$ cat config.mk
export PLATFORM = sky130hd
export DESIGN_NAME = c3t_cell
export DESIGN_NICKNAME = d
export VERILOG_FILES = /design/src/design/c3t_pkg.sv /design/src/design/c3t_cell.sv
export SDC_FILE = /design/constraint.sdc
export NUM_CORES = 1
export LEC_CHECK = 0
export BUFFER_PORTS_ARGS = -buffer_cell sky130_fd_sc_hd__buf_2
export CORE_MARGIN = 10
export CORE_UTILIZATION = 50
export CTS_CLUSTER_DIAMETER = 150
export CTS_CLUSTER_SIZE = 24
export DETAILED_ROUTE_END_ITERATION = 10
export GPL_TIMING_DRIVEN = 1
export PLACE_DENSITY_LB_ADDON = 0.15
export SYNTH_ARGS = -nofsm -noshare
export SYNTH_HDL_FRONTEND = slang
export SYNTH_SLANG_ARGS = --single-unit
export TNS_END_PERCENT = 20
$ cat constraint.sdc
create_clock -name clk -period 9.9 [get_ports clk]
set_input_delay 0.495 -clock clk [delete_from_list [all_inputs] [get_ports clk]]
set_output_delay 0.495 -clock clk [all_outputs]
set_load 0.1 [all_outputs]
$ cat src/design/c3t_pkg.sv
// c3t_pkg: types and constants shared by the conv3x3_threshold_stream block.
// Holds field widths, the register map, the config bundle and the result word.
// No dependencies.
package c3t_pkg;

	localparam int KERNEL_SIZE = 3;
	localparam int COEF_W      = 8;
	localparam int FILT_W      = 16;
	localparam int ROW_W       = 12;
	localparam int COL_OUT_W   = 10;
	localparam int MAXV_W      = 15;
	localparam int THR_W       = 16;
	localparam int IMG_W_W     = 11;
	localparam int IMG_H_W     = 12;
	localparam int ROWREG_W    = 24;
	localparam int APB_ADDR_W  = 5;
	localparam int APB_DATA_W  = 32;
	localparam int FIFO_DEPTH  = 8;
	localparam int FIFO_PTR_W  = 3;
	localparam int FIFO_CNT_W  = 4;

	localparam logic [MAXV_W-1:0]   RESET_MAX      = 15'd255;
	localparam logic [ROWREG_W-1:0] COEF_TOP_RESET = 24'hF0F0F0;
	localparam logic [ROWREG_W-1:0] COEF_MID_RESET = 24'h000000;
	localparam logic [ROWREG_W-1:0] COEF_BOT_RESET = 24'h101010;
	localparam logic [IMG_W_W-1:0]  WIDTH_RESET    = 11'd640;
	localparam logic [IMG_H_W-1:0]  HEIGHT_RESET   = 12'd480;

	typedef enum logic [2:0] {
		REG_COEF_TOP = 3'd0,
		REG_COEF_MID = 3'd1,
		REG_COEF_BOT = 3'd2,
		REG_THRESH   = 3'd3,
		REG_WIDTH    = 3'd4,
		REG_HEIGHT   = 3'd5
	} reg_idx_t;

	typedef logic signed [COEF_W-1:0] coef_t;

	typedef struct packed {
		logic [ROWREG_W-1:0]     coef_top;
		logic [ROWREG_W-1:0]     coef_mid;
		logic [ROWREG_W-1:0]     coef_bot;
		logic signed [THR_W-1:0] threshold;
		logic [IMG_W_W-1:0]      image_width;
		logic [IMG_H_W-1:0]      image_height;
	} cfg_t;

	typedef struct packed {
		logic                 emit;
		logic                 last;
		logic                 pre_rst;
		logic                 post_rst;
		logic [ROW_W-1:0]     centre_row;
		logic [COL_OUT_W-1:0] centre_col;
	} tag_t;

	typedef struct packed {
		logic signed [FILT_W-1:0] filtered;
		logic [ROW_W-1:0]         centre_row;
		logic [COL_OUT_W-1:0]     centre_col;
		logic [MAXV_W-1:0]        running_max;
		logic                     last;
	} res_t;

endpackage

$ cat src/design/c3t_cell.sv
// c3t_cell: one window column of three pixels and its multiply-add.
// Hands its column to the next older cell on each shift; registers the partial
// sum every cycle. Depends on c3t_pkg for coef_t and KERNEL_SIZE.
module c3t_cell #(
	parameter int PIXEL_BITS = 8
) (
	input  logic                                                  clk,
	input  logic                                                  arst_n,
	input  logic                                                  shift,
	input  logic [c3t_pkg::KERNEL_SIZE-1:0][PIXEL_BITS-1:0]       col_in,
	input  c3t_pkg::coef_t [c3t_pkg::KERNEL_SIZE-1:0]             coef,
	output logic [c3t_pkg::KERNEL_SIZE-1:0][PIXEL_BITS-1:0]       col_out,
	output logic signed [PIXEL_BITS+10:0]                         psum_s3
);
	import c3t_pkg::*;

	localparam int PROD_W = PIXEL_BITS + 9;
	localparam int PSUM_W = PIXEL_BITS + 11;

	logic [KERNEL_SIZE-1:0][PIXEL_BITS-1:0] pix_q;
	logic signed [PROD_W-1:0]               prod [KERNEL_SIZE];
	logic signed [PSUM_W-1:0]               psum;

	always_ff @(posedge clk or negedge arst_n) begin
		if (!arst_n) begin
			pix_q <= '0;
		end else if (shift) begin
			pix_q <= col_in;
		end
	end

	always_comb begin
		psum = '0;
		for (int i = 0; i < KERNEL_SIZE; i++) begin
			prod[i] = $signed({1'b0, pix_q[i]}) * $signed(coef[i]);
			psum    = psum + PSUM_W'(prod[i]);
		end
	end

	always_ff @(posedge clk) begin
		psum_s3 <= psum;
	end

	assign col_out = pix_q;

endmodule

==> impl_metrics.yaml <==
status:
  status: "complete, no violations"
floorplanning:
  core_um2: 16700
  dieArea_um2: 22800
  io_pins: 94
  die_y_um: 151
  die_w_um: 151
  initial_core_util_pct: 51.3
  num_rows: 47
global_routing:
  antenna_found_initial: 0
  grt_pass1_vias: 6618
  grt_pass1_wl_um: 32000
  grt_usage_pct: 17.7
  grt_remaining_overflow: 0
  grt_max_degree: 25
worst_setup_path:
  max_stage_delay_ns: 0.56
  crit_chain: "nand2_1 > fa_1 > inv_1 > fa_1 > inv_1 > fa_1 > fa_1 > inv_1 > fa_1 > fa_1 > inv_1 > fa_1 > inv_1 > ha_1 > o21ai_0 > o21ai_0 > nand3_1 > a211o_1 > nand4_1"
  cpMaxStageDelayCell: "dfrtp_1"
  cp.required_ns: 10.14
  crit_path_frequent_cell: "fa_1"
  crit_type: "register to register"
  end_kind: "register"
  arrival_ns: 6.29
  reg2reg_setup_slack_ns: 3.85
  worst_setup_path_start_kind: "register"
  crit_fanout: 10
cts:
  htree_levels: 2
  clkSlewWorstSetupHoldPaths_ns: 0.07
  root_buffer: "clkbuf_16"
  ctsHoldBuffers: 0
  cts_tree: "done"
  cts_sinks: 43
  cts_resized: 0
  cts_inserted_buffers: 5
  cts_buffer_depth: 2
  post_cts_buffers: 0
  clk-insertion-delay-late_ns: 0.30
sta:
  slew_headroom_pct: 53.4
  worst_pin_slew_ns: 0.700
  rsz0062_at_grt: "false"
  slew_violations: 0
  fin_crit_sh_pct: 61.1
  setup_violations: 0
  finClkSkew_ns: 0.00674
  period_needed_ns: 6.05
  finalHoldViolations: 0
  finalSetupTns_ns: 0
  fmax_mhz: 165
yosys:
  yosysTopAreaCellShare_pct: 38.8
  synth_edf_count: 0
  synth.net_count: 1205
  synth_seq_cells: 43
  synth_cell_type_count: 42
  synthTopCellsByCount: "inv_1, fa_1, ha_1, and2_1, nand2_1"
  yosysMostFrequentCell: "inv_1"
  ys.flop_type: "dfrtp_1"
  synthArstFlopShare_pct: 55.8
  netlist_area_um2: 8560
  synthTopCellsByArea: "fa_1, ha_1, inv_1"
  yosys_warnings: 0
  avgSynthCellArea_um2: 9.76
  synth_top_area_cell: "fa_1"
  ys_seq_area_share_pct: 11.5
  syn_inst: 877
placement:
  placed_area_um2: 9270
  place.gp.congestion: 0.857
  place_hpwl_um: 16000
  numPortBuffers: 93
detailed_routing:
  first_iter_violations: 161
  vias_per_cell: 4.93
  wl_per_cell_um: 15.4
  drt.antenna.violating_nets: 0
  num_vias: 5866
  drc_errors: 0
  wl_um: 18400
  first_pass_iters: 4
layout:
  nets: 1297
  drive_above_1_share_pct: 13.9
  diodes: 0
  area_delta_synth_final_pct: 10.5
  final_area_um2: 9460
  fillers: 1610
worst_hold_path:
  min_path_type: "input pin to asynchronous set/reset pin"
flow_run:
  drv_cap: 0
## layout by cell type, fill, tap and decap left out, types with 2 or more instances in the layout
cell type  instances
a21o_1             6
a21oi_1            9
a21oi_2            2
a31oi_1            2
and2_1           106
buf_2             93
bufinv_16          2
clkbuf_16          5
dfrtp_1           24
dfxtp_1           19
fa_1             166
ha_1             111
inv_1            243
mux2_2            24
nand2_1           65
nand2b_1          10
nand3_1            4
nand4_1            3
nor2_1            21
nor2b_1           10
nor3_1             4
o21a_1             2
o21ai_0            5
o41ai_2            2
xnor2_1           14
## worst max-delay path: cells and delay by family, from the launching register on
kind / cells / cell delay [ns]
adders and majority gates: 8 / 3.81
AOI/OAI and AO/OA: 3 / 0.93
DFF: 1 / 0.56
and+or+nand+nor: 3 / 0.42
buffers and inverters: 5 / 0.24
## kinds of logic (layout without fill, tap and decap cells)
family / after synthesis / in the layout / synth area share (%)
buffers and inverters: 251 / 344 / 11.1
xor gates and xnor gates: 14 / 14 / 1.43
adders and majority gates: 277 / 277 / 55.1
and+or+nand+nor: 230 / 230 / 14.3
DFF: 43 / 43 / 11.5
AOI/OAI and AO/OA: 37 / 37 / 3.39
muxes: 25 / 25 / 3.27
## sequential cells by signal (all words and copies together), names as in the netlist
register	count
col_out	24
psum_s3	19
## metal layers
metal / global-route usage (%) / share of wire, % / up-vias
li1: - / - / 2788
met1: 21.7 / 42 / 2978
met2: 32.2 / 53 / 87
met3: 2.42 / 3.6 / 13
met4: 3.71 / 1.3 / 0
met5: 0 / 0 / -
## stage by stage
| step | worst slack, ns | std cells | hold WS (ns) | util, % |
|---|---|---|---|---|
| finish | 3.85 | 1190 | 0.241 | 56.6 |
| global route | 3.60 | 1190 | 0.280 | 56.6 |
| CTS | 3.88 | 1190 | 0.264 | 56.6 |
| detailed placement | 3.75 | 1182 | 0.587 | 55.5 |
| global placement | 3.82 | 1182 | 0.589 | 55.5 |
| floorplan | 3.69 | 877 | 0.199 | - |
## worst paths after layout
check                            start          end  depth (start not counted)
setup / recovery            col_out[2]  psum_s3[18]                         19
setup reg to reg            col_out[2]  psum_s3[18]                         19
hold reg to reg            col_out[12]  col_out[12]                          1
max in group asynchronous       arst_n  col_out[13]                          1
hold / removal                  arst_n  col_out[20]                          1
min in group clk            col_in[20]  col_out[20]                          2
## final cells by class
cell class / count / area (µm²) / share of cell area (%)
flip-flops and latches: 43 / 981 / 10.4
multi-input cells: 583 / 6630 / 70.1
clock buffers: 5 / 125 / 1.32
inverters: 243 / 912 / 9.64
repair buffers: 93 / 465 / 4.92
well taps: 220 / 275 / 2.91
clock inverters: 3 / 67.6 / 0.714
Power is left out: the tool's default activity adds up to more than one toggle a clock period on the data nets, which glitch-free logic cannot reach.
