**src/design/c3t_pkg.sv**
```systemverilog
// c3t_pkg: types and constants shared by the conv3x3_threshold_stream block.
// Holds field widths, the register map, the config bundle and the result word.
// No dependencies.
package c3t_pkg;

	localparam int KERNEL_SIZE = 3;
	localparam int COEF_W      = 8;
	localparam int FILT_W      = 16;
	localparam int ROW_W       = 12;
	localparam int COL_OUT_W   = 10;
	localparam int MAXV_W      = 15;
	localparam int THR_W       = 16;
	localparam int IMG_W_W     = 11;
	localparam int IMG_H_W     = 12;
	localparam int ROWREG_W    = 24;
	localparam int APB_ADDR_W  = 5;
	localparam int APB_DATA_W  = 32;
	localparam int FIFO_DEPTH  = 8;
	localparam int FIFO_PTR_W  = 3;
	localparam int FIFO_CNT_W  = 4;

	localparam logic [MAXV_W-1:0]   RESET_MAX      = 15'd255;
	localparam logic [ROWREG_W-1:0] COEF_TOP_RESET = 24'hF0F0F0;
	localparam logic [ROWREG_W-1:0] COEF_MID_RESET = 24'h000000;
	localparam logic [ROWREG_W-1:0] COEF_BOT_RESET = 24'h101010;
	localparam logic [IMG_W_W-1:0]  WIDTH_RESET    = 11'd640;
	localparam logic [IMG_H_W-1:0]  HEIGHT_RESET   = 12'd480;

	typedef enum logic [2:0] {
		REG_COEF_TOP = 3'd0,
		REG_COEF_MID = 3'd1,
		REG_COEF_BOT = 3'd2,
		REG_THRESH   = 3'd3,
		REG_WIDTH    = 3'd4,
		REG_HEIGHT   = 3'd5
	} reg_idx_t;

	typedef logic signed [COEF_W-1:0] coef_t;

	typedef struct packed {
		logic [ROWREG_W-1:0]     coef_top;
		logic [ROWREG_W-1:0]     coef_mid;
		logic [ROWREG_W-1:0]     coef_bot;
		logic signed [THR_W-1:0] threshold;
		logic [IMG_W_W-1:0]      image_width;
		logic [IMG_H_W-1:0]      image_height;
	} cfg_t;

	typedef struct packed {
		logic                 emit;
		logic                 last;
		logic                 pre_rst;
		logic                 post_rst;
		logic [ROW_W-1:0]     centre_row;
		logic [COL_OUT_W-1:0] centre_col;
	} tag_t;

	typedef struct packed {
		logic signed [FILT_W-1:0] filtered;
		logic [ROW_W-1:0]         centre_row;
		logic [COL_OUT_W-1:0]     centre_col;
		logic [MAXV_W-1:0]        running_max;
		logic                     last;
	} res_t;

endpackage

```
**src/design/c3t_apb_regs.sv**
```systemverilog
// c3t_apb_regs: APB-style register file for kernel, threshold and geometry.
// Depends on c3t_pkg for the register map and the cfg_t bundle.
module c3t_apb_regs (
	input  logic                             clk,
	input  logic                             arst_n,
	input  logic                             psel,
	input  logic                             penable,
	input  logic                             pwrite,
	input  logic [c3t_pkg::APB_ADDR_W-1:0]   paddr,
	input  logic [c3t_pkg::APB_DATA_W-1:0]   pwdata,
	output logic [c3t_pkg::APB_DATA_W-1:0]   prdata,
	output logic                             pready,
	output c3t_pkg::cfg_t                    cfg
);
	import c3t_pkg::*;

	cfg_t     cfg_q;
	reg_idx_t idx;
	logic     wr;

	assign idx    = reg_idx_t'(paddr[APB_ADDR_W-1:2]);
	assign wr     = psel && penable && pwrite;
	assign pready = 1'b1;
	assign cfg    = cfg_q;

	always_ff @(posedge clk or negedge arst_n) begin
		if (!arst_n) begin
			cfg_q.coef_top     <= COEF_TOP_RESET;
			cfg_q.coef_mid     <= COEF_MID_RESET;
			cfg_q.coef_bot     <= COEF_BOT_RESET;
			cfg_q.threshold    <= '0;
			cfg_q.image_width  <= WIDTH_RESET;
			cfg_q.image_height <= HEIGHT_RESET;
		end else if (wr) begin
			unique case (idx)
				REG_COEF_TOP: cfg_q.coef_top     <= pwdata[ROWREG_W-1:0];
				REG_COEF_MID: cfg_q.coef_mid     <= pwdata[ROWREG_W-1:0];
				REG_COEF_BOT: cfg_q.coef_bot     <= pwdata[ROWREG_W-1:0];
				REG_THRESH:   cfg_q.threshold    <= $signed(pwdata[THR_W-1:0]);
				REG_WIDTH:    cfg_q.image_width  <= pwdata[IMG_W_W-1:0];
				REG_HEIGHT:   cfg_q.image_height <= pwdata[IMG_H_W-1:0];
				default: ;
			endcase
		end
	end

	always_comb begin
		unique case (idx)
			REG_COEF_TOP: prdata = APB_DATA_W'(cfg_q.coef_top);
			REG_COEF_MID: prdata = APB_DATA_W'(cfg_q.coef_mid);
			REG_COEF_BOT: prdata = APB_DATA_W'(cfg_q.coef_bot);
			REG_THRESH:   prdata = APB_DATA_W'(unsigned'(cfg_q.threshold));
			REG_WIDTH:    prdata = APB_DATA_W'(cfg_q.image_width);
			REG_HEIGHT:   prdata = APB_DATA_W'(cfg_q.image_height);
			default:      prdata = '0;
		endcase
	end

endmodule

```
**config.mk**
```make
export PLATFORM = sky130hd
export DESIGN_NAME = c3t_apb_regs
export DESIGN_NICKNAME = d
export VERILOG_FILES = /design/src/design/c3t_pkg.sv /design/src/design/c3t_apb_regs.sv
export SDC_FILE = /design/constraint.sdc
export NUM_CORES = 1
export LEC_CHECK = 0
export BUFFER_PORTS_ARGS = -buffer_cell sky130_fd_sc_hd__buf_2
export CORE_MARGIN = 5
export CORE_UTILIZATION = 35
export CTS_CLUSTER_SIZE = 10
export DETAILED_ROUTE_END_ITERATION = 7
export GPL_TIMING_DRIVEN = 0
export PLACE_DENSITY = 0.59
export SLEW_MARGIN = 30
export SYNTH_ARGS = -nofsm -noshare
export SYNTH_HDL_FRONTEND = slang
export SYNTH_SLANG_ARGS = --single-unit
```
**constraint.sdc**
```tcl
create_clock -name clk -period 1.9 [get_ports clk]
set_input_delay 0.38 -clock clk [delete_from_list [all_inputs] [get_ports clk]]
set_output_delay 0.38 -clock clk [all_outputs]
set_load 0.05 [all_outputs]
```
==> results of run 1 <==
==> synth_stat cells <==
| library cell | instances | area [sq um] |
|---|---|---|
| mux2_4 | 20 | 300 |
| and3b_1 | 4 | 35.0 |
| a211o_1 | 4 | 35.0 |
| nor2b_1 | 6 | 37.5 |
| nor3b_1 | 4 | 30.0 |
| nor2_1 | 2 | 7.51 |
| inv_2 | 1 | 3.75 |
| o221ai_1 | 5 | 43.8 |
| or3_1 | 3 | 18.8 |
| nand2b_1 | 2 | 12.5 |
| nor3_2 | 1 | 10.0 |
| nor3_1 | 1 | 5.00 |
| a21oi_1 | 18 | 90.1 |
| a31oi_1 | 4 | 25.0 |
| nand4_1 | 1 | 6.26 |
| nor2_2 | 1 | 6.26 |
| a221oi_1 | 3 | 26.3 |
| dfrtp_1 | 90 | 2250 |
| conb_1 | 2 | 7.51 |
| mux2_2 | 111 | 1250 |
| buf_6 | 4 | 45.0 |
| mux4_2 | 4 | 90.1 |
| dfstp_2 | 21 | 552 |
| o21ai_0 | 4 | 20.0 |
| buf_2 | 14 | 70.1 |
| buf_4 | 9 | 67.6 |
| nand2_1 | 27 | 101 |
| clkbuf_1 | 5 | 18.8 |
| nand4b_4 | 1 | 23.8 |
| buf_1 | 3 | 11.3 |
| mux2i_1 | 13 | 130 |
==> cell families after synthesis <==
family                 after synthesis  synth area share (%)
multiplexers                       148                  33.2
flip-flops                         111                  52.6
AND/OR/NAND/NOR                     53                  5.51
AO/OA/AOI/OAI                       38                  4.50
buffers and inverters               36                  4.06
other                                2                 0.141
==> repair_timing <==
| item | in CTS | in global routing |
|---|---|---|
| endpoints found under the setup margin | 42 | 31 |
| resized for setup | 118 | 16 |
| setup buffers | 15 | 3 |
| hold buffers | 1 | 0 |
| endpoints found under the hold margin | 38 | 0 |
| pin swaps | 6 | 4 |
| gates cloned | 1 | 0 |
==> final cells by class <==
class	instances	share of cell area [%]
plain buffers	35	4.71
clock buffers	9	2.92
clock inverters	7	1.33
inverters	1	0.114
multi-input cells	248	36.3
flip-flops and latches	111	36.4
well taps	188	3.05
repair buffers	185	15.2
==> metal layers <==
layer | wire [microns] | GRT usage (%) | share of wire, %
met1 | 7480 | 26.0 | 44
met2 | 8000 | 30.9 | 48
met3 | 1150 | 5.02 | 6.8
met4 | 215 | 5.43 | 1.3
met5 | 0 | 0 | 0
==> power groups by stage <==
stage                     clock network (mW)  logic (mW)  registers (mW)
final                                   2.12        4.07            3.26
after global placement                     0        3.69            3.26
after floorplan                            0        1.22            4.88
after global routing                    2.28        4.24            3.33
after CTS                               2.17        4.05            3.25
after detailed placement                   0        3.73            3.30
==> critical path: cells and delay by family, from the launching register on <==
family	cells	cell delay, ps
multiplexers	1	280
AO/OA/AOI/OAI	2	360
buffers and inverters	1	160
flip-flops	1	390
==> path summary, 6_finish.rpt <==
| path | slack [ps] | startpoint | to | cells past startpoint |
|---|---|---|---|---|
| worst max register to register | 990 | cfg[38] | cfg[38] | 2 |
| max in group asynchronous | 700 | arst_n | cfg[43] | 3 |
| worst min-delay path | 270 | pwdata[16] | cfg[103] | 2 |
| min in group asynchronous | 510 | arst_n | cfg[36] | 2 |
| worst max-delay path | -30 | cfg[16] | prdata[4] | 4 |
| worst min register to register | 540 | cfg[80] | cfg[80] | 1 |
==> flow_metrics.py, run 1 <==
metrics = {
    "run_status": {
        "status": "complete, but fails checks",
        "violations": "setup timing",
    },
    "timing": {
        "setup_viol": 2,
        "holdWs_ps": 272,
        "final_max_slew_viol_count": 0,
        "rsz0062_at_grt": "yes",
        "worst_slack_ps": -26.2,
        "min_period_ps": 1930,
        "setup_tns_ps": -30.3,
        "max_freq_mhz": 519,
        "finalHoldViolations": 0,
        "skew_ps": 0,
        "worst_pin_slew_ps": 535,
        "relSlewSlack_pct": 64.3,
        "layout_worst_path_cycle_share_pct": 101,
    },
    "power": {
        "power_frac_seq_pct": 34.5,
        "pwr-share-comb_pct": 43.1,
        "power.share.clock_pct": 22.5,
        "p_per_area_nw_per_um2": 1230,
        "power_leakage_nw": 3.73,
        "switching_share_pct": 43.1,
        "power.switching_mw": 4.07,
        "ir_drop_uv": 669,
        "p_int_mw": 5.38,
        "total_power_mw": 9.45,
    },
    "final_layout": {
        "largest_reg_flops": 111,
        "multiInputGateArea_sq_um": 2800,
        "utilization_pct": 51.1,
        "fin_cells": 784,
        "mostFrequentLayoutCell": "buf_2",
        "nets": 633,
        "antenna_cells": 0,
        "stdcell_area_sq_um": 7710,
        "drive_gt1_share_pct": 74.3,
        "area_delta_synth_final_pct": 44.5,
        "layout_common_cells": "147 x buf_2, 106 x mux2_2, 90 x dfrtp_1, 32 x buf_4, 26 x buf_6",
        "seq_area_sq_um": 2800,
        "n_fill_cell": 1297,
    },
    "critical_path": {
        "arrival_ps": 1550,
        "setup.worst_path.end_class": "primary output",
        "crit_fanout": 2,
        "crit_slowest_cell": "dfrtp_1",
        "critical_path_class": "reg -> out",
        "crit_required_ps": 1520,
        "slowest_delay_ps": 390,
        "worst_setup_path_start_kind": "flip-flop",
        "crit_chain": "mux2_4 -> a221oi_4 -> a31oi_4 -> buf_6",
    },
    "yosys": {
        "synthesis.instances": 388,
        "ys_warn_count": 0,
        "ys_seq_area_share_pct": 52.6,
        "synth_area_sq_um": 5330,
        "ys_types": 31,
        "ys_ff_latch": 111,
        "synth_area_per_cell_sq_um": 13.7,
    },
    "global_route": {
        "grt_pass1_wl_microns": 26300,
        "antenna_found_initial": 0,
        "grt_max_degree": 62,
        "first_global_vias": 4297,
        "grtUsageTotal_pct": 19.3,
        "gr-total-overflow": 0,
    },
    "floorplanning": {
        "fp.dieH_microns": 133,
        "io_pins": 186,
        "coreArea_sq_um": 15100,
        "num_rows": 45,
        "start_util_pct": 35.3,
        "die_w_microns": 133,
        "dieArea_sq_um": 17800,
    },
    "route": {
        "via_count": 3980,
        "antenna_left": 0,
        "wl_per_cell_microns": 21.5,
        "via_per_inst": 5.08,
        "first_pass_iters": 4,
        "first_iter_violations": 98,
        "drt_drc_violations_left": 0,
        "totalWireLength_microns": 16900,
    },
    "placed_design": {
        "hpwlAfterDp_microns": 11900,
        "dp_slack_ps": -732,
        "place_area_sq_um": 6730,
        "gp_congestion": 0.796,
        "port_buffers": 164,
        "place_inst": 748,
    },
    "hold_path": {
        "hold_path.class": "in -> reg",
    },
    "clock_network": {
        "worstSkewPairLatency_ps": 360,
        "clock_sinks": 111,
        "root_buffer": "clkbuf_16",
        "tritoncts": "yes",
        "htree_levels": 3,
        "cts_buffers": 9,
        "path_clk_slew_ps": 80,
        "clock_path_buffers": 2,
    },
    "flow_run": {
        "cap_violations": 0,
    },
}
Power figures use the tool's default switching activity.
==> inputs of run 2 (changes only) <==
--- a/config.mk
+++ b/config.mk
@@ -11,6 +11,7 @@
 export CTS_CLUSTER_SIZE = 10
 export DETAILED_ROUTE_END_ITERATION = 7
 export GPL_TIMING_DRIVEN = 0
+export HOLD_SLACK_MARGIN = 0.05
 export PLACE_DENSITY = 0.59
 export SLEW_MARGIN = 30
 export SYNTH_ARGS = -nofsm -noshare
==> constraint.sdc (replaced) <==
create_clock -name clk -period 1.9 [get_ports clk]
set_input_delay 0.38 -clock clk [delete_from_list [all_inputs] [get_ports clk]]
set_output_delay 0.38 -clock clk [all_outputs]
set_load 0.02 [all_outputs]
==> run 2 against run 1 <==
  * The run still ends with setup timing left
  * Clock power decreased by 17%
  * Global-route usage decreased by 0.64 points
  * Worst setup slack improved by 23 ps
  * Sequential cell count unchanged
  * Core utilization decreased by 4.2 points
  * Clock-buffer cell count increased by 4
  * Non-clock buffer count decreased by 9
  * Sequential power about the same
  * Critical endpoint is now prdata[10]
  * Combinational power decreased by 39%
  * Clock skew unchanged
  * Register-to-register slack improved by 20 ps
==> flow_metrics.py, run 2 (synthesis gave the netlist of run 1 again) <==
metrics = {
    "floorplanning": {
        "io_pins": 186,
        "dieArea_sq_um": 17800,
        "start_util_pct": 35.3,
        "num_rows": 45,
        "fp.dieH_microns": 133,
        "die_w_microns": 133,
        "coreArea_sq_um": 15100,
    },
    "timing": {
        "skew_ps": 0,
        "final_max_slew_viol_count": 0,
        "worst_pin_slew_ps": 568,
        "max_freq_mhz": 526,
        "min_period_ps": 1900,
        "worst_slack_ps": -2.77,
        "rsz0062_at_grt": "yes",
        "relSlewSlack_pct": 62.0,
        "finalHoldViolations": 0,
        "layout_worst_path_cycle_share_pct": 100,
        "setup_viol": 1,
    },
    "clock_network": {
        "worstSkewPairLatency_ps": 350,
        "tritoncts": "yes",
        "htree_levels": 3,
        "path_clk_slew_ps": 70,
        "clock_path_buffers": 2,
        "cts_buffers": 9,
        "root_buffer": "clkbuf_16",
        "clock_sinks": 111,
    },
    "critical_path": {
        "crit_fanout": 2,
        "crit_required_ps": 1520,
        "reg2reg_from": "cfg[97]",
        "worst_r2r_endpoint": "cfg[97]",
        "arrival_ps": 1520,
        "r2r_cells": 2,
        "worst_setup_path_start_kind": "flip-flop",
        "r2r_slack_ps": 1010,
        "critical_path_class": "reg -> out",
        "setup.worst_path.end_class": "primary output",
    },
    "hold_path": {
        "hold_path.class": "in -> reg",
        "hold-path-cell-count": 2,
        "min_from": "pwdata[17]",
        "whs_endpoint": "cfg[104]",
    },
    "final_layout": {
        "antenna_cells": 0,
        "drive_gt1_share_pct": 68.7,
        "layout_common_cells": "160 x buf_2, 109 x mux2_2, 90 x dfrtp_1, 29 x buf_4, 27 x nand2_1",
        "fin_cells": 775,
        "seq_area_sq_um": 2800,
        "mostFrequentLayoutCell": "buf_2",
        "largest_reg_flops": 111,
        "nets": 624,
        "n_fill_cell": 1420,
        "area_delta_synth_final_pct": 32.8,
        "multiInputGateArea_sq_um": 2440,
    },
    "power": {
        "power_leakage_nw": 3.57,
        "p_per_area_nw_per_um2": 1060,
        "total_power_mw": 7.49,
        "ir_drop_uv": 515,
    },
    "global_route": {
        "first_global_vias": 4339,
        "grtUsageTotal_pct": 18.6,
        "grt_max_degree": 60,
        "gr-total-overflow": 0,
        "antenna_found_initial": 0,
        "grt_pass1_wl_microns": 25400,
    },
    "route": {
        "first_pass_iters": 4,
        "drt_drc_violations_left": 0,
        "antenna_left": 0,
        "wl_per_cell_microns": 21.2,
        "via_per_inst": 5.06,
        "first_iter_violations": 152,
        "totalWireLength_microns": 16400,
        "via_count": 3923,
    },
    "run_status": {
        "violations": "setup timing",
        "status": "complete, but fails checks",
    },
    "placed_design": {
        "port_buffers": 164,
        "gp_congestion": 0.781,
        "hpwlAfterDp_microns": 11800,
        "place_inst": 748,
    },
    "flow_run": {
        "cap_violations": 0,
    },
}
==> run 2: report_power, final <==
| part | total [mW] | leakage, nW | switching, mW | internal, mW |
|---|---|---|---|---|
| combinational | 2.49 | 2.06 | 1.37 | 1.12 |
| clock | 1.76 | 0.134 | 0.831 | 0.926 |
| sequential | 3.25 | 1.37 | 0.356 | 2.89 |
==> run 2: metrics by stage <==
step / worst slack [ps] / hold WS [ps] / area (sq um) / TNS, ps / utilization, %
6_report: -2.77 / 280 / 7080 / -2.77 / 46.9
2_1_floorplan: -45.6 / 84.4 / 5380 / -202 / -
4_1_cts: 0.549 / 263 / 6960 / 0 / 46.1
3_5_place_dp: -596 / 366 / 6470 / -28720 / 42.9
3_3_place_gp: -826 / 507 / 6430 / -105690 / 42.6
5_1_grt: -49.4 / 276 / 7080 / -256 / 46.9
==> run 2: repair_timing <==
action	in CTS	in global routing
pin swaps	1	4
cloned	1	0
setup endpoints to repair	32	23
hold buffers	1	0
gates resized for setup	49	32
hold endpoints to repair	44	0
setup buffers	6	3
==> run 2: cell type report <==
cell class / count / area share, %
inverters: 1 / 0.0884
repair buffers: 176 / 14.1
well taps: 188 / 3.32
flip-flops and latches: 111 / 39.6
clock buffers: 13 / 3.53
clock inverters: 3 / 0.265
plain buffers: 35 / 4.67
multi-input cells: 248 / 34.5
==> run 2: per-layer routing <==
metal  wire (microns)  global-route usage [%]  share of wire [%]
met1             7190                    23.9                 44
met3             1130                    5.32                6.9
met4              314                    6.74                1.9
met2             7760                    30.1                 47
met5                0                       0                  0
==> run 2: how the worst max path moves through the flow <==
stage | depth (start not counted) | from | endpoint
CTS | 7 | paddr[3] | prdata[23]
global route | 4 | cfg[16] | prdata[4]
floorplan | 6 | paddr[2] | prdata[11]
finish | 4 | cfg[97] | prdata[10]
detailed placement | 7 | paddr[2] | prdata[20]
global placement | 1 | arst_n | cfg[10]
==> run 2: worst max-delay path, cell delays in order (launching register included) <==
cell and delay (ps):
dfrtp_1 380, mux2_4 270, a221oi_2 250, a31oi_1 90, buf_2 180
