**src/design/c3t_pkg.sv**
```systemverilog
// c3t_pkg: types and constants shared by the conv3x3_threshold_stream block.
// Holds field widths, the register map, the config bundle and the result word.
// No dependencies.
package c3t_pkg;

	localparam int KERNEL_SIZE = 3;
	localparam int COEF_W      = 8;
	localparam int FILT_W      = 16;
	localparam int ROW_W       = 12;
	localparam int COL_OUT_W   = 10;
	localparam int MAXV_W      = 15;
	localparam int THR_W       = 16;
	localparam int IMG_W_W     = 11;
	localparam int IMG_H_W     = 12;
	localparam int ROWREG_W    = 24;
	localparam int APB_ADDR_W  = 5;
	localparam int APB_DATA_W  = 32;
	localparam int FIFO_DEPTH  = 8;
	localparam int FIFO_PTR_W  = 3;
	localparam int FIFO_CNT_W  = 4;

	localparam logic [MAXV_W-1:0]   RESET_MAX      = 15'd255;
	localparam logic [ROWREG_W-1:0] COEF_TOP_RESET = 24'hF0F0F0;
	localparam logic [ROWREG_W-1:0] COEF_MID_RESET = 24'h000000;
	localparam logic [ROWREG_W-1:0] COEF_BOT_RESET = 24'h101010;
	localparam logic [IMG_W_W-1:0]  WIDTH_RESET    = 11'd640;
	localparam logic [IMG_H_W-1:0]  HEIGHT_RESET   = 12'd480;

	typedef enum logic [2:0] {
		REG_COEF_TOP = 3'd0,
		REG_COEF_MID = 3'd1,
		REG_COEF_BOT = 3'd2,
		REG_THRESH   = 3'd3,
		REG_WIDTH    = 3'd4,
		REG_HEIGHT   = 3'd5
	} reg_idx_t;

	typedef logic signed [COEF_W-1:0] coef_t;

	typedef struct packed {
		logic [ROWREG_W-1:0]     coef_top;
		logic [ROWREG_W-1:0]     coef_mid;
		logic [ROWREG_W-1:0]     coef_bot;
		logic signed [THR_W-1:0] threshold;
		logic [IMG_W_W-1:0]      image_width;
		logic [IMG_H_W-1:0]      image_height;
	} cfg_t;

	typedef struct packed {
		logic                 emit;
		logic                 last;
		logic                 pre_rst;
		logic                 post_rst;
		logic [ROW_W-1:0]     centre_row;
		logic [COL_OUT_W-1:0] centre_col;
	} tag_t;

	typedef struct packed {
		logic signed [FILT_W-1:0] filtered;
		logic [ROW_W-1:0]         centre_row;
		logic [COL_OUT_W-1:0]     centre_col;
		logic [MAXV_W-1:0]        running_max;
		logic                     last;
	} res_t;

endpackage

```
**src/design/c3t_result_if.sv**
```systemverilog
// c3t_result_if: valid/ready channel that carries one filtered result word.
// Field widths come from c3t_pkg.
interface c3t_result_if;
	logic                          valid;
	logic                          ready;
	logic signed [c3t_pkg::FILT_W-1:0] filtered;
	logic [c3t_pkg::ROW_W-1:0]     centre_row;
	logic [c3t_pkg::COL_OUT_W-1:0] centre_col;
	logic [c3t_pkg::MAXV_W-1:0]    running_max;
	logic                          last;

	modport source (output valid, output filtered, output centre_row, output centre_col,
		output running_max, output last, input ready);
	modport sink   (input valid, input filtered, input centre_row, input centre_col,
		input running_max, input last, output ready);
endinterface

```
**src/design/c3t_out_fifo.sv**
```systemverilog
// c3t_out_fifo: result queue between the pipeline and the output channel.
// Depends on c3t_pkg for res_t and the queue depth; drives c3t_result_if.
module c3t_out_fifo (
	input  logic                          clk,
	input  logic                          arst_n,
	input  logic                          push,
	input  c3t_pkg::res_t                 push_data,
	output logic [c3t_pkg::FIFO_CNT_W-1:0] count,
	c3t_result_if.source                  res
);
	import c3t_pkg::*;

	res_t                  mem_q [FIFO_DEPTH];
	logic [FIFO_PTR_W-1:0] wr_ptr_q;
	logic [FIFO_PTR_W-1:0] rd_ptr_q;
	logic [FIFO_CNT_W-1:0] cnt_q;
	logic                  pop;
	res_t                  head;

	assign pop = res.valid && res.ready;

	always_ff @(posedge clk or negedge arst_n) begin
		if (!arst_n) begin
			wr_ptr_q <= '0;
			rd_ptr_q <= '0;
			cnt_q    <= '0;
		end else begin
			if (push) begin
				wr_ptr_q <= wr_ptr_q + FIFO_PTR_W'(1);
			end
			if (pop) begin
				rd_ptr_q <= rd_ptr_q + FIFO_PTR_W'(1);
			end
			if (push && !pop) begin
				cnt_q <= cnt_q + FIFO_CNT_W'(1);
			end else if (pop && !push) begin
				cnt_q <= cnt_q - FIFO_CNT_W'(1);
			end
		end
	end

	always_ff @(posedge clk) begin
		if (push) begin
			mem_q[wr_ptr_q] <= push_data;
		end
	end

	assign head            = mem_q[rd_ptr_q];
	assign count           = cnt_q;
	assign res.valid       = cnt_q != '0;
	assign res.filtered    = head.filtered;
	assign res.centre_row  = head.centre_row;
	assign res.centre_col  = head.centre_col;
	assign res.running_max = head.running_max;
	assign res.last        = head.last;

`ifndef SYNTHESIS
	a_no_overflow: assert property (@(posedge clk) disable iff (!arst_n)
		push && !pop |-> cnt_q < FIFO_CNT_W'(FIFO_DEPTH))
		else $error("result queue overflow");
	a_ptr_gap: assert property (@(posedge clk) disable iff (!arst_n)
		FIFO_PTR_W'(wr_ptr_q - rd_ptr_q) == cnt_q[FIFO_PTR_W-1:0])
		else $error("queue pointers disagree with count");
	a_count_step: assert property (@(posedge clk) disable iff (!arst_n)
		push && pop |=> $stable(cnt_q))
		else $error("count moved on simultaneous push and pop");
`endif

endmodule

```
**src/flat_wrapper.sv**
```systemverilog
// flat-port wrapper written by rule: the top's interface ports become plain ports
module c3t_out_fifo_flat import c3t_pkg::*;
  (clk, arst_n, push, push_data, count, res_valid, res_filtered, res_centre_row, res_centre_col, res_running_max, res_last, res_ready);
  c3t_result_if res_i ();
  input  logic clk;
  input  logic arst_n;
  input  logic push;
  input  c3t_pkg::res_t push_data;
  output logic [c3t_pkg::FIFO_CNT_W-1:0] count;
  output wire logic [$bits(res_i.valid)-1:0] res_valid;
  output wire logic [$bits(res_i.filtered)-1:0] res_filtered;
  output wire logic [$bits(res_i.centre_row)-1:0] res_centre_row;
  output wire logic [$bits(res_i.centre_col)-1:0] res_centre_col;
  output wire logic [$bits(res_i.running_max)-1:0] res_running_max;
  output wire logic [$bits(res_i.last)-1:0] res_last;
  input wire logic [$bits(res_i.ready)-1:0] res_ready;
  assign res_valid = res_i.valid;
  assign res_filtered = res_i.filtered;
  assign res_centre_row = res_i.centre_row;
  assign res_centre_col = res_i.centre_col;
  assign res_running_max = res_i.running_max;
  assign res_last = res_i.last;
  assign res_i.ready = res_ready;
  c3t_out_fifo u_core (.clk(clk), .arst_n(arst_n), .push(push), .push_data(push_data), .count(count), .res(res_i));
endmodule
```
**config.mk**
```make
export PLATFORM = sky130hd
export DESIGN_NAME = c3t_out_fifo_flat
export DESIGN_NICKNAME = d
export VERILOG_FILES = /design/src/design/c3t_pkg.sv /design/src/design/c3t_result_if.sv /design/src/design/c3t_out_fifo.sv /design/src/flat_wrapper.sv
export SDC_FILE = /design/constraint.sdc
export NUM_CORES = 1
export LEC_CHECK = 0
export BUFFER_PORTS_ARGS = -buffer_cell sky130_fd_sc_hd__buf_2
export CAP_MARGIN = 20
export CORE_ASPECT_RATIO = 1.2
export CORE_MARGIN = 10
export CORE_UTILIZATION = 30
export CTS_BUF_LIST = sky130_fd_sc_hd__clkbuf_8
export DETAILED_ROUTE_END_ITERATION = 16
export PLACE_DENSITY = 0.56
export SKIP_CTS_REPAIR_TIMING = 1
export SLEW_MARGIN = 30
export SYNTH_ARGS = -nofsm -noshare
export SYNTH_HDL_FRONTEND = slang
export SYNTH_SLANG_ARGS = --single-unit
```
**constraint.sdc**
```tcl
create_clock -name clk -period 5.67 [get_ports clk]
set_clock_uncertainty 0.05 [all_clocks]
set_input_delay 0.567 -clock clk [delete_from_list [all_inputs] [get_ports clk]]
set_output_delay 0.567 -clock clk [all_outputs]
set_load 0.1 [all_outputs]
```
==> results of run 1 <==
-- worst max-delay path, delay by kind of cell (launching register included) --
family | cells | cell delay [ns]
DFF | 1 | 0.96
muxes | 2 | 0.84
buffers and inverters | 2 | 0.82
-- how the worst max path moves through the flow --
stage | from | endpoint | slack [ns] | cells after the start
after floorplan | push | u_core.mem_q[0][0]$_DFFE_PP_ | 0.75 | 2
after global placement | u_core.rd_ptr_q[0]$_DFFE_PN0P_ | res_running_max[8] | 2.27 | 4
after detailed placement | u_core.rd_ptr_q[0]$_DFFE_PN0P_ | res_centre_col[5] | 2.27 | 4
after CTS | u_core.rd_ptr_q[0]$_DFFE_PN0P_ | res_centre_col[5] | 1.54 | 4
after global routing | u_core.rd_ptr_q[0]$_DFFE_PN0P_ | res_centre_col[1] | 1.46 | 4
final | u_core.rd_ptr_q[0]$_DFFE_PN0P_ | res_centre_col[1] | 1.72 | 4
-- state kept, by name (all words and copies together), names as in the netlist --
| name | flops |
|---|---|
| u_core.mem_q | 432 |
| u_core.count | 4 |
| u_core.rd_ptr_q | 3 |
| u_core.wr_ptr_q | 3 |
-- layout make-up --
| class | count | area, µm² | area share |
|---|---|---|---|
| Clock buffer | 78 | 1074 | 0.05446 |
| Inverter | 1 | 3.754 | 0.0001904 |
| Clock inverter | 52 | 290.3 | 0.01473 |
| Timing Repair Buffer | 132 | 763.2 | 0.03872 |
| Tap cell | 720 | 900.9 | 0.04570 |
| Sequential cell | 442 | 13230 | 0.6714 |
| Multi-Input combinational cell | 209 | 3438 | 0.1744 |
| Antenna cell | 3 | 7.507 | 0.0003809 |
-- kinds of logic after synthesis --
family,share of synthesized area
AO/OA/AOI/OAI,0.002461
XOR/XNOR,0.003132
adder cells (fa/ha/maj),0.004922
buffers and inverters,0.01014
flip-flops,0.7882
multiplexers,0.1838
AND/OR/NAND/NOR,0.007309
-- through the flow --
stage          cell area, µm²  cells    util  hold WS [ns]  setup WS, ns
2_1_floorplan           16780    683       -        0.2214        0.7463
3_3_place_gp            18290   1502  0.3315        0.4078         2.267
3_5_place_dp            18330   1503  0.3323        0.4090         2.271
4_1_cts                 19690   1633  0.3570       -0.3165         1.542
5_1_grt                 19710   1635  0.3573        0.1043         1.461
6_report                19710   1637  0.3573        0.1323         1.722
-- layout by cell type (no fill, tap or decap), types with 3 or more instances in the layout --
cell / synthesis / final
buf_2: 12 / 116
nand3_1: 3 / 3
buf_12: 1 / 3
nor2_4: 0 / 6
clkinvlp_4: 0 / 3
nand2_1: 6 / 6
clkinv_2: 0 / 5
dfrtp_4: 0 / 3
edfxtp_1: 432 / 432
diode_2: 0 / 3
inv_1: 1 / 23
mux2_2: 57 / 57
buf_6: 1 / 6
nand2b_1: 3 / 3
ha_1: 5 / 5
inv_6: 0 / 3
dfrtp_1: 10 / 7
mux4_2: 108 / 108
xnor2_1: 5 / 5
clkbuf_8: 0 / 78
clkinv_1: 0 / 15
buf_4: 0 / 6
-- layer usage --
metal / GRT usage / share of wire / wire length (µm) / up-vias
met3: 0.02878 / 0.054 / 1939 / 59
met1: 0.1366 / 0.43 / 15410 / 4097
met2: 0.1791 / 0.50 / 17910 / 201
li1: - / - / - / 3290
met4: 0.04738 / 0.023 / 818 / 8
met5: 0 / 0.0014 / 52 / -
==> flow_metrics.py, run 1 <==
metrics = {
    "setup_path": {
        "arrival_ns": 3.33,
        "critical_path.endpoint_type": "output pin",
        "ff2ff_path_depth": 8,
        "worstPathRequired_ns": 5.05,
        "r2r_setup_slack_ns": 2.78,
        "critical_path_class": "reg -> out",
        "worstSetupStartpointType": "register",
        "crit_chain": "buf_4 -> mux4_2 -> mux2_2 -> buf_2",
        "reg2reg_to": "u_core.count[3]$_DFFE_PN0P_",
        "timing.rr.start": "u_core.count[0]$_DFFE_PN0P_",
        "max_stage_delay_ns": 0.96,
        "cp_slowest_cell": "dfrtp_4",
        "path_max_fanout": 38,
    },
    "drt": {
        "ant_nets": 0,
        "dr.pass1.iters": 4,
        "wl_per_cell_um": 22.07,
        "dr.first_iter.drc_count": 511,
        "viasPerCell": 4.676,
        "drc": 0,
        "wl_um": 36130,
        "via_count": 7655,
    },
    "logic_synthesis": {
        "yosys.area.top_type": "edfxtp_1",
        "synthesis.instances": 683,
        "synthFlopType": "edfxtp_1",
        "asyncSetResetFlopFracSynth": 0.02262,
        "synth.avg_cell_area_um2": 24.56,
        "synth_most_common_cell": "edfxtp_1",
        "synth.top_cell.area_share": 0.7733,
        "synth_edf_count": 432,
        "ys_seq_elements": 442,
        "ys_types": 28,
        "synth_common_cells": "432 x edfxtp_1, 108 x mux4_2, 57 x mux2_2, 15 x clkbuf_1, 12 x buf_2",
        "netlist_area_mm2": 0.01678,
        "yosysSeqAreaShare": 0.7882,
        "syn-num-nets": 747,
        "ys_warn_count": 0,
        "synthTopCellsByArea": "edfxtp_1 77%, mux4_2 14%, mux2_2 3.8%",
    },
    "floorplanning": {
        "start_util": 0.3041,
        "die_w_um": 235.9,
        "fp.dieArea_mm2": 0.06582,
        "rows": 94,
        "die_h_um": 279.0,
        "fp.coreArea_mm2": 0.05516,
        "io_pins": 117,
    },
    "sta": {
        "drv_slew": 0,
        "fmax_ghz": 0.2533,
        "setup_viol": 0,
        "rsz0062_at_grt": "false",
        "fin_crit_ns": 3.948,
        "worst_pin_slew_ns": 0.8586,
        "hold_viol": 0,
        "max_slew_margin": 0.4276,
        "setup_tns_ns": 0,
        "post-route-period-util": 0.6962,
    },
    "hold_path": {
        "hold_path.class": "in -> reg",
        "hp-start": "push_data[9]",
        "holdPathStages": 1,
        "whs_endpoint": "u_core.mem_q[6][9]$_DFFE_PP_",
    },
    "layout": {
        "drive_above_1_share": 0.4376,
        "area_delta_synth_final_pct": 17.50,
        "num-nets-final": 924,
        "num-fill-cells": 5038,
    },
    "clock_network": {
        "clk_pin_slew_worst_paths_ns": 0.06,
        "clock_tree.root_cell": "clkbuf_8",
        "cts_tree": "built",
        "cts_sinks": 442,
        "h-tree-depth": 3,
        "clk_latency_ns": 0.65,
        "cts-buffers-inserted": 74,
        "cts_buffer_depth": 3,
    },
    "global_routing": {
        "grt_max_degree": 94,
        "grt_usage": 0.1101,
        "grt_pass1_vias": 8546,
        "grt_first_pass_wirelength_um": 54360,
        "grt-ovfl-total": 0,
        "antenna_found_initial": 6,
    },
    "placed_design": {
        "hpwl_um": 18430,
        "numPortBuffers": 116,
        "gp_congestion": 0.6848,
    },
    "run_status": {
        "status": "completed",
    },
    "flow_run": {
        "maxCapViolCount": 0,
    },
}
Power of run 1 is left out: the tool's default activity adds up to more than one toggle a clock period on the data nets, which glitch-free logic cannot reach.
==> inputs of run 2 (changes only) <==
--- a/config.mk
+++ b/config.mk
@@ -5,6 +5,7 @@
 export SDC_FILE = /design/constraint.sdc
 export NUM_CORES = 1
 export LEC_CHECK = 0
+export ABC_AREA = 1
 export BUFFER_PORTS_ARGS = -buffer_cell sky130_fd_sc_hd__buf_2
 export CAP_MARGIN = 20
 export CORE_ASPECT_RATIO = 1.2
==> constraint.sdc (replaced) <==
create_clock -name clk -period 3.8 [get_ports clk]
set_clock_uncertainty 0.05 [all_clocks]
set_input_delay 0.38 -clock clk [delete_from_list [all_inputs] [get_ports clk]]
set_output_delay 0.38 -clock clk [all_outputs]
set_load 0.1 [all_outputs]
==> run 2 against run 1 <==
Area after synthesis increased by 14%. Wire length rose by 25%. Worst hold slack worse by 0.13 ns. First-iteration DRC count increased by 17%. Clock-buffer cell count is 1 higher. Sequential share of layout area is 9.5 points lower. Core utilization is 0.59 points higher. Non-clock buffer count grew 72. Critical endpoint is now res_centre_col[3].
==> flow_metrics.py, run 2 <==
metrics = {
    "run_status": {
        "status": "completed",
    },
    "sta": {
        "post-route-period-util": 0.8908,
        "setup_tns_ns": 0,
        "fin_crit_ns": 3.385,
        "setup_viol": 0,
        "worst_pin_slew_ns": 0.9419,
        "drv_slew": 0,
        "max_slew_margin": 0.3721,
        "rsz0062_at_grt": "false",
        "hold_viol": 0,
        "fmax_ghz": 0.2954,
    },
    "layout": {
        "num-fill-cells": 6202,
        "regMostFlops": "u_core.mem_q",
        "drive_above_1_share": 0.1175,
        "largest_reg_flops": 432,
        "most-common-layout-cells": "726 x nand2_1, 436 x nor2_1, 432 x edfxtp_1, 253 x inv_1, 95 x buf_2",
        "num-nets-final": 2203,
        "area_delta_synth_final_pct": 20.02,
        "final_common_cell": "nand2_1",
    },
    "floorplanning": {
        "die_w_um": 250.5,
        "io_pins": 117,
        "fp.coreArea_mm2": 0.06319,
        "fp.dieArea_mm2": 0.07428,
        "die_h_um": 296.6,
        "start_util": 0.3026,
        "rows": 101,
    },
    "global_routing": {
        "grt_max_degree": 89,
        "antenna_found_initial": 6,
        "grt_first_pass_wirelength_um": 69100,
        "grt-ovfl-total": 0,
        "grt_usage": 0.1198,
        "grt_pass1_vias": 12410,
    },
    "drt": {
        "drc": 0,
        "wl_um": 45230,
        "dr.pass1.iters": 5,
        "ant_nets": 0,
        "viasPerCell": 4.195,
        "dr.first_iter.drc_count": 600,
        "wl_per_cell_um": 14.96,
        "via_count": 12690,
    },
    "clock_network": {
        "cts_buffer_depth": 3,
        "cts-buffers-inserted": 76,
        "cts_tree": "built",
        "clock_tree.root_cell": "clkbuf_8",
        "cts_sinks": 442,
        "h-tree-depth": 3,
        "clk_latency_ns": 0.63,
        "clk_pin_slew_worst_paths_ns": 0.06,
    },
    "setup_path": {
        "r2r_setup_slack_ns": 1.56,
        "worstSetupStartpointType": "register",
        "startpoint": "u_core.rd_ptr_q[0]$_DFFE_PN0P_",
        "path_max_fanout": 58,
        "worstPathRequired_ns": 3.37,
        "timing.rr.start": "u_core.wr_ptr_q[0]$_DFFE_PN0P_",
        "endpoint": "res_centre_col[3]",
        "critical_path.endpoint_type": "output pin",
        "reg2reg_to": "u_core.mem_q[2][34]$_DFFE_PP_",
        "arrival_ns": 2.96,
        "ff2ff_path_depth": 3,
        "critical_path_class": "reg -> out",
    },
    "logic_synthesis": {
        "synth.top_cell.area_share": 0.6784,
        "asyncSetResetFlopFracSynth": 0.02262,
        "synth_most_common_cell": "nand2_1",
        "synth_edf_count": 432,
        "synth_common_cells": "726 x nand2_1, 444 x nor2_1, 432 x edfxtp_1, 224 x inv_1, 43 x buf_2",
        "synthesis.instances": 1939,
        "synth.avg_cell_area_um2": 9.861,
        "synthFlopType": "edfxtp_1",
        "netlist_area_mm2": 0.01912,
        "syn-num-nets": 2003,
        "ys_types": 19,
        "ys_seq_elements": 442,
        "yosys.area.top_type": "edfxtp_1",
        "synthTopCellsByArea": "edfxtp_1 68%, nand2_1 14%, nor2_1 8.7%",
        "ys_warn_count": 0,
        "yosysSeqAreaShare": 0.6915,
    },
    "placed_design": {
        "hpwl_um": 24960,
        "numPortBuffers": 116,
        "gp_congestion": 0.7303,
    },
    "hold_path": {
        "holdPathStages": 3,
        "hold_path.class": "in -> reg",
    },
    "flow_run": {
        "maxCapViolCount": 0,
    },
}
[run 2: cell count changes in the layout (fill, tap and decap cells not counted), moves of 28 or more]
| cell | change |
|---|---|
| mux2_2 | -57 |
| mux4_2 | -108 |
| inv_1 | +230 |
| nand2_1 | +720 |
| nor2_1 | +436 |
| buf_12 | +28 |
| dlygate4sd3_1 | +55 |
[run 2: kinds of logic (layout without fill, tap and decap cells)]
family | after synthesis | in the layout | synth area share
AOI/OAI and AO/OA | 3 | 3 | 0.0007850
adders and majority gates | 6 | 6 | 0.004319
buffers and inverters | 308 | 565 | 0.06995
other | 0 | 4 | 0
DFF | 442 | 442 | 0.6915
and+or+nand+nor | 1175 | 1175 | 0.2311
xor gates and xnor gates | 5 | 5 | 0.002291
[run 2: area by class of cell]
type	count	area (µm²)	area share
flip-flops and latches	442	13230	0.5765
multi-input cells	1189	4621	0.2013
repair buffers	204	1822	0.07938
clock buffers	79	1087	0.04738
well taps	824	1031	0.04492
inverters	226	849.6	0.03702
clock inverters	56	297.8	0.01298
diodes	4	10.01	0.0004362
[run 2: worst max-delay path: stages, from the launching register on]
cell and delay (ns):
dfrtp_4 0.88, buf_12 0.33, buf_4 0.39, nor2_1 0.09
nor2_1 0.10, nand2_1 0.06, nand2_1 0.05, nand2_1 0.04
nand2_1 0.15, buf_12 0.18
[run 2: worst min-delay path by stage]
stage | startpoint | slack (ns) | to
after floorplan | arst_n | 0.03 | u_core.count[0]$_DFFE_PN0P_
after global placement | arst_n | 0.21 | u_core.count[1]$_DFFE_PN0P_
after detailed placement | arst_n | 0.21 | u_core.count[0]$_DFFE_PN0P_
after CTS | arst_n | -0.51 | u_core.count[0]$_DFFE_PN0P_
after global routing | res_ready | 0.006 | u_core.rd_ptr_q[2]$_DFFE_PN0P_
final | res_ready | 0.006 | u_core.rd_ptr_q[2]$_DFFE_PN0P_
[run 2: per-stage QoR]
stage               area (µm²)  hold WS [ns]  instances  setup slack [ns]    util
floorplan                19120       0.03441       1939            0.2865       -
global placement         20990        0.2074       2829             1.069  0.3323
detailed placement       20990        0.2062       2829             1.049  0.3323
CTS                      22380       -0.5061       2964            0.3183  0.3542
global route             22950      0.006466       3024            0.1130  0.3632
finish                   22950      0.006345       3024            0.4149  0.3632
[run 2: routing by layer]
metal | vias to the layer above | track usage | wire length [µm]
met4 | 4 | 0.04794 | 1054
met2 | 250 | 0.2024 | 21920
li1 | 6433 | - | -
met5 | - | 0 | 25
met3 | 80 | 0.03197 | 2283
met1 | 5918 | 0.1430 | 19940
Power of run 2 is left out for the same reason.
==> inputs of run 3 (changes only) <==
--- a/config.mk
+++ b/config.mk
@@ -9,11 +9,10 @@
 export BUFFER_PORTS_ARGS = -buffer_cell sky130_fd_sc_hd__buf_2
 export CAP_MARGIN = 20
 export CORE_ASPECT_RATIO = 1.2
-export CORE_MARGIN = 10
-export CORE_UTILIZATION = 30
+export CORE_UTILIZATION = 60
 export CTS_BUF_LIST = sky130_fd_sc_hd__clkbuf_8
 export DETAILED_ROUTE_END_ITERATION = 16
-export PLACE_DENSITY = 0.56
+export PLACE_DENSITY = 0.9
 export SKIP_CTS_REPAIR_TIMING = 1
 export SLEW_MARGIN = 30
 export SYNTH_ARGS = -nofsm -noshare
==> run 3 against run 2 <==
Highest routed layer unchanged. Critical path depth down 1. Wire length down 12%. Critical path type unchanged. Clock-buffer cell count shrank 10. Final cell count down 17%. Fmax down 1.1%.
==> flow_metrics.py, run 3 (synthesis gave the netlist of run 2 again) <==
metrics = {
    "layout": {
        "most-common-layout-cells": "726 x nand2_1, 436 x nor2_1, 432 x edfxtp_1, 246 x inv_1, 116 x buf_2",
        "num-nets-final": 2132,
        "num-fill-cells": 2096,
        "layout.area.seq_mm2": 0.01323,
        "drive_above_1_share": 0.1090,
        "final_util": 0.6773,
        "final_common_cell": "nand2_1",
        "area_delta_synth_final_pct": 11.08,
        "regMostFlops": "u_core.mem_q",
        "largest_reg_flops": 432,
        "multi_input_area_mm2": 0.004621,
    },
    "global_routing": {
        "grt_first_pass_wirelength_um": 61550,
        "grt-ovfl-total": 0,
        "antenna_found_initial": 4,
        "grt_max_degree": 106,
        "grt_usage": 0.2502,
        "grt_pass1_vias": 12700,
    },
    "setup_path": {
        "worstSetupStartpointType": "register",
        "path_max_fanout": 105,
        "critical_path_class": "reg -> out",
        "worstPathRequired_ns": 3.37,
        "ff2ff_path_depth": 3,
        "arrival_ns": 2.99,
        "critical_path.endpoint_type": "output pin",
    },
    "placed_design": {
        "numPortBuffers": 116,
        "hpwl_um": 21350,
        "gp_congestion": 0.7471,
    },
    "drt": {
        "ant_nets": 0,
        "dr.pass1.iters": 5,
        "via_count": 12910,
        "drc": 0,
        "wl_per_cell_um": 15.89,
        "viasPerCell": 5.138,
        "dr.first_iter.drc_count": 1034,
        "wl_um": 39940,
    },
    "floorplanning": {
        "io_pins": 117,
        "start_util": 0.6097,
        "fp.coreArea_mm2": 0.03136,
        "die_w_um": 165.0,
        "fp.dieArea_mm2": 0.03259,
        "die_h_um": 197.6,
        "rows": 71,
    },
    "flow_run": {
        "maxCapViolCount": 0,
    },
    "sta": {
        "fin_crit_ns": 3.422,
        "max_slew_margin": 0.3414,
        "fmax_ghz": 0.2922,
        "post-route-period-util": 0.9006,
        "rsz0062_at_grt": "false",
        "setup_tns_ns": 0,
        "hold_viol": 0,
        "worst_pin_slew_ns": 0.9878,
        "drv_slew": 0,
        "setup_viol": 0,
    },
    "clock_network": {
        "cts_tree": "built",
        "cts-buffers-inserted": 66,
        "h-tree-depth": 3,
        "cts_sinks": 442,
        "cts_buffer_depth": 3,
        "clk_pin_slew_worst_paths_ns": 0.06,
        "clk_latency_ns": 0.59,
        "clock_tree.root_cell": "clkbuf_8",
    },
    "hold_path": {
        "hold_path.class": "in -> reg",
        "holdPathStages": 1,
    },
    "run_status": {
        "status": "completed",
    },
}
run 3: per-layer routing:
layer	vias to the layer above	share of wire	GRT usage
met4	6	0.026	0.1094
met1	5983	0.38	0.3016
li1	6265	-	-
met3	102	0.079	0.05186
met2	555	0.51	0.4325
met5	-	0.0011	0
run 3: critical path, stage by stage, from the launching register on:
cell and delay, ns:
dfrtp_4 0.95, buf_12 0.42, nor2_1 0.09, nor2_1 0.15, nand2_1 0.09, nand2_1 0.07, nand2_1 0.05, nand2_1 0.10
buf_2 0.42
run 3: final timing paths:
kind | startpoint | endpoint | slack (ns)
hold reg to reg | u_core.wr_ptr_q[0]$_DFFE_PN0P_ | u_core.wr_ptr_q[0]$_DFFE_PN0P_ | 0.49
min in group asynchronous | arst_n | u_core.count[0]$_DFFE_PN0P_ | 0.13
hold / removal | push_data[15] | u_core.mem_q[1][15]$_DFFE_PP_ | 0.008
setup reg to reg | u_core.wr_ptr_q[0]$_DFFE_PN0P_ | u_core.mem_q[4][32]$_DFFE_PP_ | 1.63
max in group asynchronous | arst_n | u_core.rd_ptr_q[1]$_DFFE_PN0P_ | 3.35
setup / recovery | u_core.rd_ptr_q[0]$_DFFE_PN0P_ | res_centre_col[1] | 0.38
run 3: cell type report:
class                   instances  share of cell area
flip-flops and latches        442              0.6230
multi-input cells            1189              0.2176
clock buffers                  69             0.04471
repair buffers                143             0.04171
inverters                     226             0.04000
well taps                     401             0.02362
clock inverters                41            0.009190
diodes                          2           0.0002356
run 3: through the flow:
step           hold slack, ns  setup slack (ns)  cell area (µm²)  instances
2_1_floorplan         0.03441            0.2865            19120       1939
3_3_place_gp           0.2002             1.099            20030       2395
3_5_place_dp           0.2056             1.015            20030       2395
4_1_cts               -0.4222            0.3635            21170       2505
5_1_grt              0.002429            0.1909            21230       2511
6_report             0.007960            0.3777            21240       2513
Power of run 3 is left out for the same reason.
